===== config.mk =====
export PLATFORM = sky130hd
export DESIGN_NAME = lztd_ctrl
export DESIGN_NICKNAME = d
export VERILOG_FILES = /design/src/hdl/lztd_pkg.sv /design/src/hdl/lztd_ctrl.sv
export SDC_FILE = /design/constraint.sdc
export NUM_CORES = 1
export LEC_CHECK = 0
export ABC_AREA = 1
export BUFFER_PORTS_ARGS = -buffer_cell sky130_fd_sc_hd__buf_2
export CAP_MARGIN = 30
export CORE_AREA = 5 5 42 44
export DETAILED_ROUTE_END_ITERATION = 6
export DIE_AREA = 0 0 47 49
export PLACE_DENSITY = 0.46
export SLEW_MARGIN = 10
export SYNTH_ARGS = -nofsm -noshare
export SYNTH_HDL_FRONTEND = slang
export SYNTH_SLANG_ARGS = --single-unit

===== constraint.sdc =====
create_clock -name clk -period 2.9 [get_ports clk]
set_input_delay 0.58 -clock clk [delete_from_list [all_inputs] [get_ports clk]]
set_output_delay 0.58 -clock clk [all_outputs]
set_load 0.02 [all_outputs]

===== src/hdl/lztd_pkg.sv =====
// Package of the LZ token stream decompressor: token and status codes, widths,
// parameter defaults, controller state and interface types. No dependencies.
package lztd_pkg;

	// token codes
	localparam logic [7:0] CODE_ESCAPE = 8'h80;
	localparam logic [7:0] CODE_SHORT  = 8'h81;
	localparam logic [7:0] CODE_MEDIUM = 8'h92;
	localparam logic [7:0] CODE_LONG   = 8'hB3;

	// match status codes
	localparam logic [1:0] ST_OK        = 2'd0;
	localparam logic [1:0] ST_TRUNC     = 2'd1;
	localparam logic [1:0] ST_OFF_PROD  = 2'd2;
	localparam logic [1:0] ST_OFF_RANGE = 2'd3;

	// widths: copy length (16-bit field + 3), offset arithmetic (24-bit field + 1)
	localparam int LEN_W = 17;
	localparam int OFF_W = 26;
	localparam int OPS_W = 40;
	localparam int CNT_W = 4;
	localparam int WORD_W = 64;

	// parameter defaults
	localparam int DEF_WINDOW_BYTES = 65536;
	localparam int DEF_MAX_LENGTH   = 273;
	localparam int DEF_LANES        = 8;

	typedef enum logic [2:0] {
		S_IDLE,
		S_RD,
		S_WR,
		S_PUSH,
		S_FLUSH
	} state_t;

	// controller to datapath
	typedef struct packed {
		logic accept;
		logic rd;
		logic wr;
		logic push_mid;
		logic push_final;
	} cmd_t;

	// datapath to controller
	typedef struct packed {
		logic copy_start;
		logic flush_start;
		logic lanes_full;
		logic rem_one;
		logic out_free;
		logic has_data;
		logic last;
	} sts_t;

endpackage


===== src/hdl/lztd_ctrl.sv =====
// Controller state machine: input acceptance, copy sequencing, result pushes.
// Depends on lztd_pkg.
module lztd_ctrl (
	input  logic           clk,
	input  logic           arst_n,
	input  logic           in_valid,
	output logic           in_ready,
	input  lztd_pkg::sts_t sts,
	output lztd_pkg::cmd_t cmd
);
	import lztd_pkg::*;

	state_t state_q, state_n;

	always_ff @(posedge clk or negedge arst_n) begin
		if (!arst_n) begin
			state_q <= S_IDLE;
		end else begin
			state_q <= state_n;
		end
	end

	// next state
	always_comb begin
		state_n = state_q;
		unique case (state_q)
			S_IDLE: begin
				if (in_valid) begin
					if (sts.copy_start) begin
						state_n = S_RD;
					end else if (sts.flush_start) begin
						state_n = S_FLUSH;
					end
				end
			end
			S_RD: state_n = S_WR;
			S_WR: begin
				if (sts.rem_one) begin
					state_n = S_FLUSH;
				end else if (sts.lanes_full) begin
					state_n = S_PUSH;
				end else begin
					state_n = S_RD;
				end
			end
			S_PUSH: begin
				if (sts.out_free) begin
					state_n = S_RD;
				end
			end
			S_FLUSH: begin
				if (sts.out_free || !(sts.has_data || sts.last)) begin
					state_n = S_IDLE;
				end
			end
			default: state_n = S_IDLE;
		endcase
	end

	// outputs
	always_comb begin
		cmd      = '0;
		in_ready = 1'b0;
		unique case (state_q)
			S_IDLE: begin
				in_ready   = 1'b1;
				cmd.accept = in_valid;
			end
			S_RD:   cmd.rd = 1'b1;
			S_WR:   cmd.wr = 1'b1;
			S_PUSH: cmd.push_mid = sts.out_free;
			S_FLUSH: cmd.push_final = sts.out_free && (sts.has_data || sts.last);
			default: cmd = '0;
		endcase
	end
endmodule


==> metrics.txt, run 1 <==
largest net degree at the start of global routing=7; RSZ-0062 raised after global routing=false; status=finished clean; crit-path max cell delay=0.41 ns; Tcrit/Tclk final=0.6199; drt total wl=654 um; Largest regs=state_q (3); critical path arrival=about 1.2 ns; commonest non-fill, non-tap cell in the layout=buf_2; core box area=around 1400 sq um; Max Cap Violations=0; Top reg by flops=state_q; Top-Level Pins=16; fin cells=slightly above 80; GRT overflow=0; pre-CTS setup slack=about 1.3 ns; layout cells sized above 1=0.3182; Met1 Wirelength=about 280 um; Die Wd=between 40 and 50 um; vias in the first global route=between 300 and 400; Net Count, Synth=between 50 and 60; post-layout min period=1.798 ns; Root Buffer=clkbuf_4; CTS sink cnt=3; row cnt=14; syn_area_per_cell=roughly 5.6 sq um; via count=320; ant diodes=0; Synth cell types=10; Die Ht=49 um; max FFs per register=3; Synth top area share=0.2844; worst IR drop on VDD=0.3304 mV; drt drc=0; total number of yosys warnings=0; Placed Cells incl. Taps=78; Max Clk Rate=between 0.5 and 0.6 GHz; Post-CTS Resized=0; vias per cell=roughly 3.9; crit-path cells=nor2_2 -> nand2_1 -> nor2_1 -> buf_2; worst-case clock buffer depth=2; Gate Count Post-Synth=47; Worst Hold Class=input pin to asynchronous set/reset pin; Slowest cell on crit path=dfrtp_1; GPL Wtd Cong=roughly 0.7; max-slew violations=0; final hold vios=0; setup ws final=1.102 ns; port bufs=15; drt pass-1 iters=2; Power Total=0.0003099 W; initial DRC count=3; pwr dens=approximately 800 nW/um^2; routed wl met3=around 67 um; Synth area leader=dfrtp_1; # H-tree levels=1; clock skew=0.003446 ns; clk_lat worst skew=roughly 0.23 ns; hold bufs inserted after CTS=0; Post-DP HPWL=564.4 um; post-layout util=0.2750; Max FO, Critical Path=5; sequential cell area=approximately 75 sq um; crit path kind=flop to primary output; clock transition at the registers of the reported paths=about 0.040 ns; TritonCTS Buffers=3; Filler Cell Count=roughly 180; Starting Density=0.1884; register area share after synthesis=0.2844; Final setup viols=0; Synth area leaders=dfrtp_1, inv_1, nand2_1, nand3_1, nor2_1; GR Util All Layers=0.07198; leakage=approximately 0.25 nW; number of antenna violations at the first check in global routing=0; Post-DRT Antenna Nets=0; most frequent cells in the layout=buf_2, inv_1, nand2_1, nand3_1, nor2_1; DIE AREA=~2300 sq um; first-pass GRT wire length=around 1200 um; Yosys reg bits=3; per-cell routed wire length=7.976 um; crit path launch type=flop; fin nets=77; post-CTS setup buffers=0; Layout area overhead=45.97%; mapped cell area=about 260 sq um; met2 wire length=approximately 300 um; setup TNS=0 ns; Highest Signal Layer=met3; area of the multi-input gates=between 100 and 150 sq um; Setup crit end kind=primary output; relative slew slack=0.8580; worst slew pin tran=0.2131 ns; CTS tree=built; WP data required=2.32 ns
-- cells by family (layout without fill, tap and decap cells) --
family / after synthesis / count (layout) / synth area share
compound gates: 3 / 3 / 0.05686
simple gates: 29 / 29 / 0.4881
buf+inv: 12 / 31 / 0.1706
flops: 3 / 3 / 0.2844
-- final timing paths --
check / slack, ns / cells past startpoint / endpoint / start
hold / removal: 0.13 / 1 / state_q[1]$_DFFE_PN0P_ / arst_n
setup / recovery: 1.10 / 4 / cmd[0] / state_q[1]$_DFFE_PN0P_
setup reg to reg: 1.77 / 6 / state_q[2]$_DFFE_PN0P_ / state_q[1]$_DFFE_PN0P_
hold reg to reg: 0.67 / 2 / state_q[1]$_DFFE_PN0P_ / state_q[1]$_DFFE_PN0P_
max in group asynchronous: 2.66 / 1 / state_q[2]$_DFFE_PN0P_ / arst_n
min in group clk: 0.61 / 3 / state_q[1]$_DFFE_PN0P_ / sts[4]
-- worst max-delay path, delay by kind of cell, from the launching register on --
kind                   cells  cell delay (ns)
buffers and inverters      1             0.16
flip-flops                 1             0.41
AND/OR/NAND/NOR            3             0.41
-- power breakdown --
group	switching (W)	internal, W	leakage [nW]
combinational	0.000104	0.0000568	0.192
sequential	0.0000193	0.0000562	0.0394
clock	0.0000219	0.0000516	0.0150
total	0.000145	0.000165	0.246
-- routing by layer --
metal,vias up,GRT usage
met3,0,0.01476
li1,179,-
met2,11,0.09502
met4,0,0.05530
met1,130,0.09735
met5,-,0
-- cells in the mapped netlist --
cell type  number
inv_2           1
dfrtp_1         3
nand3b_1        1
o21ai_0         3
nand2_1        11
nand3_1         7
nor2_2          2
inv_1          11
nor2_1          6
nor3_1          2
-- stage by stage --
step           hold slack, ns  instance area (sq um)
6_report               0.1326                  385.4
3_5_place_dp           0.3776                  359.1
5_1_grt                0.1292                  385.4
2_1_floorplan          0.2844                  264.0
3_3_place_gp           0.3776                  359.1
4_1_cts                0.1246                  385.4
-- final cells by class --
| class | count | share of cell area |
|---|---|---|
| sequential | 3 | 0.1948 |
| inverter | 12 | 0.1169 |
| tap | 16 | 0.05195 |
| multi-input combinational | 32 | 0.3734 |
| clock buffer | 4 | 0.06818 |
| timing repair buffer | 15 | 0.1948 |
No activity file was read; power rests on OpenSTA's default activity.
==> run 2, diff against run 1 <==
--- a/config.mk
+++ b/config.mk
@@ -5,13 +5,13 @@
 export SDC_FILE = /design/constraint.sdc
 export NUM_CORES = 1
 export LEC_CHECK = 0
-export ABC_AREA = 1
+export ABC_AREA = 0
 export BUFFER_PORTS_ARGS = -buffer_cell sky130_fd_sc_hd__buf_2
 export CAP_MARGIN = 30
 export CORE_AREA = 5 5 42 44
 export DETAILED_ROUTE_END_ITERATION = 6
 export DIE_AREA = 0 0 47 49
-export PLACE_DENSITY = 0.46
+export PLACE_DENSITY = 0.42
 export SLEW_MARGIN = 10
 export SYNTH_ARGS = -nofsm -noshare
 export SYNTH_HDL_FRONTEND = slang
==> constraint.sdc (replaced) <==
create_clock -name clk -period 1.9 [get_ports clk]
set_input_delay 0.38 -clock clk [delete_from_list [all_inputs] [get_ports clk]]
set_output_delay 0.38 -clock clk [all_outputs]
set_load 0.02 [all_outputs]
==> run 2 against run 1 <==
Core utilization shrank 3.7 points. Clock-buffer cell count is the same. Worst setup slack lost 0.81 ns. Sequential power grew 100%. Die area is the same. Via count shrank 21%. Critical path type unchanged.
==> metrics.txt, run 2 <==
max FFs per register=3 (unchanged); Internal Power=0.0002776 W (+69%); switching share of power=0.4520 (-0.01680); drt pass-1 iters=4 (+2); worst IR drop on VDD=0.4466 mV (+35%); Design Area, Final=334.1 sq um (-13%); Post-Synth Simple-Gate Area=0.3886 (-0.09958); Top reg by flops=state_q; status=finished clean; largest net degree at the start of global routing=11 (+4); leakage=0.1690 nW (-31%); setup TNS=0 ns (unchanged); Max FO, Critical Path=10 (+5); Hold Path Origin=sts[6]; Post-DRT Antenna Nets=0 (unchanged); DIE AREA=2303 sq um (unchanged); Synth Area in XOR/XNOR=0 (unchanged); EDFF count, synth=0 (unchanged); core box area=1401 sq um (unchanged); Final setup viols=0 (unchanged); Worst Hold Class=input pin to flop; Placed Area=297.8 sq um (-17%); initial DRC count=3 (unchanged); Post-CTS Resized=0 (unchanged); per-cell routed wire length=9.403 um (+18%); vias per cell=4.081 (+4.6%); combinational share of power=0.486 (-0.033); CTS sink cnt=3 (unchanged); Psw=0.0002289 W (+58%); TritonCTS Buffers=3 (unchanged); vias in the first global route=241 (-23%); pre-CTS setup slack=0.5268 ns (-0.7326 ns); mux share of post-synthesis cell area=0 (unchanged); number of antenna violations at the first check in global routing=0 (unchanged); critical path arrival=1.23 ns (about the same); Synth Area in Compound Gates=0.1771 (+0.1203); RSZ-0062 raised after global routing=false; Top-Level Pins=16 (unchanged); GPL Wtd Cong=0.6769 (-0.44%); Post-DP HPWL=475 um (-16%); register area share after synthesis=0.3429 (+0.05850); Net Count, Synth=38 (-33%); R2R Setup Slk=0.88 ns (-0.89 ns); WP buf/inv=1 (unchanged); Synth top area share=0.3429 (+0.05850); Setup crit end kind=primary output; GR Util All Layers=0.06568 (-0.006305); total number of yosys warnings=0 (unchanged); sequential share of power=0.298 (+0.054); Yosys reg bits=3 (unchanged); syn_area_per_cell=7.820 sq um (+39%); pwr dens=1516 nW/um^2 (+89%); Largest regs=state_q (3); crit-path cells=nor3_1 -> and2_1 -> buf_2; Tcrit/Tclk final=0.8451; CP delay by family, top=flip-flops; Slowest cell on crit path=dfrtp_1; Gate Count Post-Synth=28 (-40%); commonest non-fill, non-tap cell in the layout=buf_2; most common cell in the netlist=nor2_1; post-layout util=0.2384 (-0.03661); WP data required=1.52 ns (-0.80 ns); Synth area leader=dfrtp_1; clk_lat worst skew=0.23 ns (about the same); crit path kind=flop to primary output; Synth cell types=17 (+7); layout cells sized above 1=0.4348 (+0.1166); most frequent cells in the layout=buf_2, nor2_1, a21oi_1, clkbuf_4, dfrtp_1; clock skew=0.0002896 ns (-0.003157 ns); fin nets=57 (-26%); max-slew violations=0 (unchanged); Filler Cell Count=166 (-6.2%); worst-case clock buffer depth=2 (unchanged); Max Cap Violations=0 (unchanged); Worst R2R End=state_q[2]$_DFFE_PN0P_; GRT overflow=0 (unchanged); port bufs=15 (unchanged); Root Buffer=clkbuf_4; Hold EP=state_q[0]$_DFFE_PN0P_; reg2reg start=state_q[1]$_DFFE_PN0P_; R2R depth=2 (-4); drt total wl=583 um (-11%); relative slew slack=0.8308 (-0.02720); Synth Flop Type=dfrtp_1; clock transition at the registers of the reported paths=0.04 ns (about the same); crit path launch type=flop; Adder-Cell Fraction of Synth Area=0 (unchanged); final hold vios=0 (unchanged); via count=253 (-21%); drt drc=0 (unchanged); largest family of logic cells by synthesized area=simple AND/OR/NAND/NOR gates; Die Ht=49 um (unchanged); worst slew pin tran=0.2539 ns (+0.04080 ns); Synth area leaders=dfrtp_1, nor2_1, a21oi_1, buf_6, nand3_1; post-layout min period=approximately 1.6 ns; Layout area overhead=52.57%; Max Clk Rate=0.6228 GHz; Post-synth ARST share=1.000 (unchanged); Hold Path Depth=3; mapped cell area=219.0 sq um (-17%); crit-path max cell delay=0.45 ns (+0.04 ns); Clock Power Share=0.216 (-0.021); row cnt=14 (unchanged); Post-synth top cells=nor2_1, a21oi_1, dfrtp_1; first-pass GRT wire length=1041 um (-13%); setup ws final=0.2943 ns (-0.8081 ns); CTS tree=built; Die Wd=47 um (unchanged); ant diodes=0 (unchanged); # H-tree levels=1 (unchanged); Starting Density=0.1563 (-0.03214)
==> run 2: cell count changes after synthesis, sizes merged, moves of 2 or more <==
| cell | previous run | this run |
|---|---|---|
| a21oi | 0 | 3 |
| nor2 | 8 | 6 |
| o21ai | 3 | 1 |
| nand2 | 11 | 2 |
| nand3 | 7 | 2 |
| inv | 12 | 1 |
| o31a | 0 | 2 |
==> run 2: final cells by class <==
class,count,area [sq um],area share
Tap cell,16,20.02,0.05993
Timing Repair Buffer,16,85.08,0.2547
Multi-Input combinational cell,22,123.9,0.3708
Inverter,1,3.754,0.01124
Clock buffer,4,26.28,0.07865
Sequential cell,3,75.07,0.2247
==> run 2: power by group through the flow <==
stage	Clock (W)	Sequential [W]	Combinational, W
6_report	0.000109	0.000151	0.000246
4_1_cts	0.000117	0.000152	0.000252
5_1_grt	0.000126	0.000163	0.000280
2_1_floorplan	0	0.000113	0.000231
3_3_place_gp	0	0.000154	0.000253
3_5_place_dp	0	0.000152	0.000249
==> run 2: kinds of logic (layout without fill, tap and decap cells) <==
family	count (synthesis)	after routing
AOI/OAI and AO/OA	6	6
DFF	3	3
buffers and inverters	3	21
and+or+nand+nor	16	16
==> run 2: repair_timing <==
| item | CTS | global route |
|---|---|---|
| endpoints found under the hold margin | 3 | 0 |
| hold buffers | 1 | 0 |
| buffers inserted | 0 | 0 |
| setup endpoints to repair | 0 | 0 |
==> run 2: worst max path at each step <==
stage | from | end | cells past startpoint
after floorplan | state_q[2]$_DFFE_PN0P_ | cmd[4] | 3
after global placement | state_q[1]$_DFFE_PN0P_ | cmd[4] | 3
after detailed placement | state_q[1]$_DFFE_PN0P_ | cmd[4] | 3
after CTS | state_q[1]$_DFFE_PN0P_ | cmd[4] | 3
after global routing | state_q[1]$_DFFE_PN0P_ | cmd[4] | 3
final | state_q[1]$_DFFE_PN0P_ | cmd[4] | 3
==> run 2: stage by stage <==
stage                     hold slack (ns)  instances  total power (W)
after floorplan                   0.08441         28        0.0003447
after global placement             0.1788         57        0.0004065
after detailed placement           0.1781         57        0.0004018
after CTS                          0.4324         62        0.0005207
after global routing               0.4747         62        0.0005682
final                              0.4328         62        0.0005065
==> run 2: routing by layer <==
layer | GRT usage | wire (um)
met2 | 0.08145 | 296
met5 | 0 | 0
met4 | 0.05530 | 10
met3 | 0.03690 | 40
met1 | 0.07761 | 234
==> run 2: worst register-to-register path, delay by kind of cell, from the launching register on <==
family           cells  cell delay (ns)
flip-flops           1             0.45
AO/OA/AOI/OAI        1             0.39
AND/OR/NAND/NOR      1             0.10
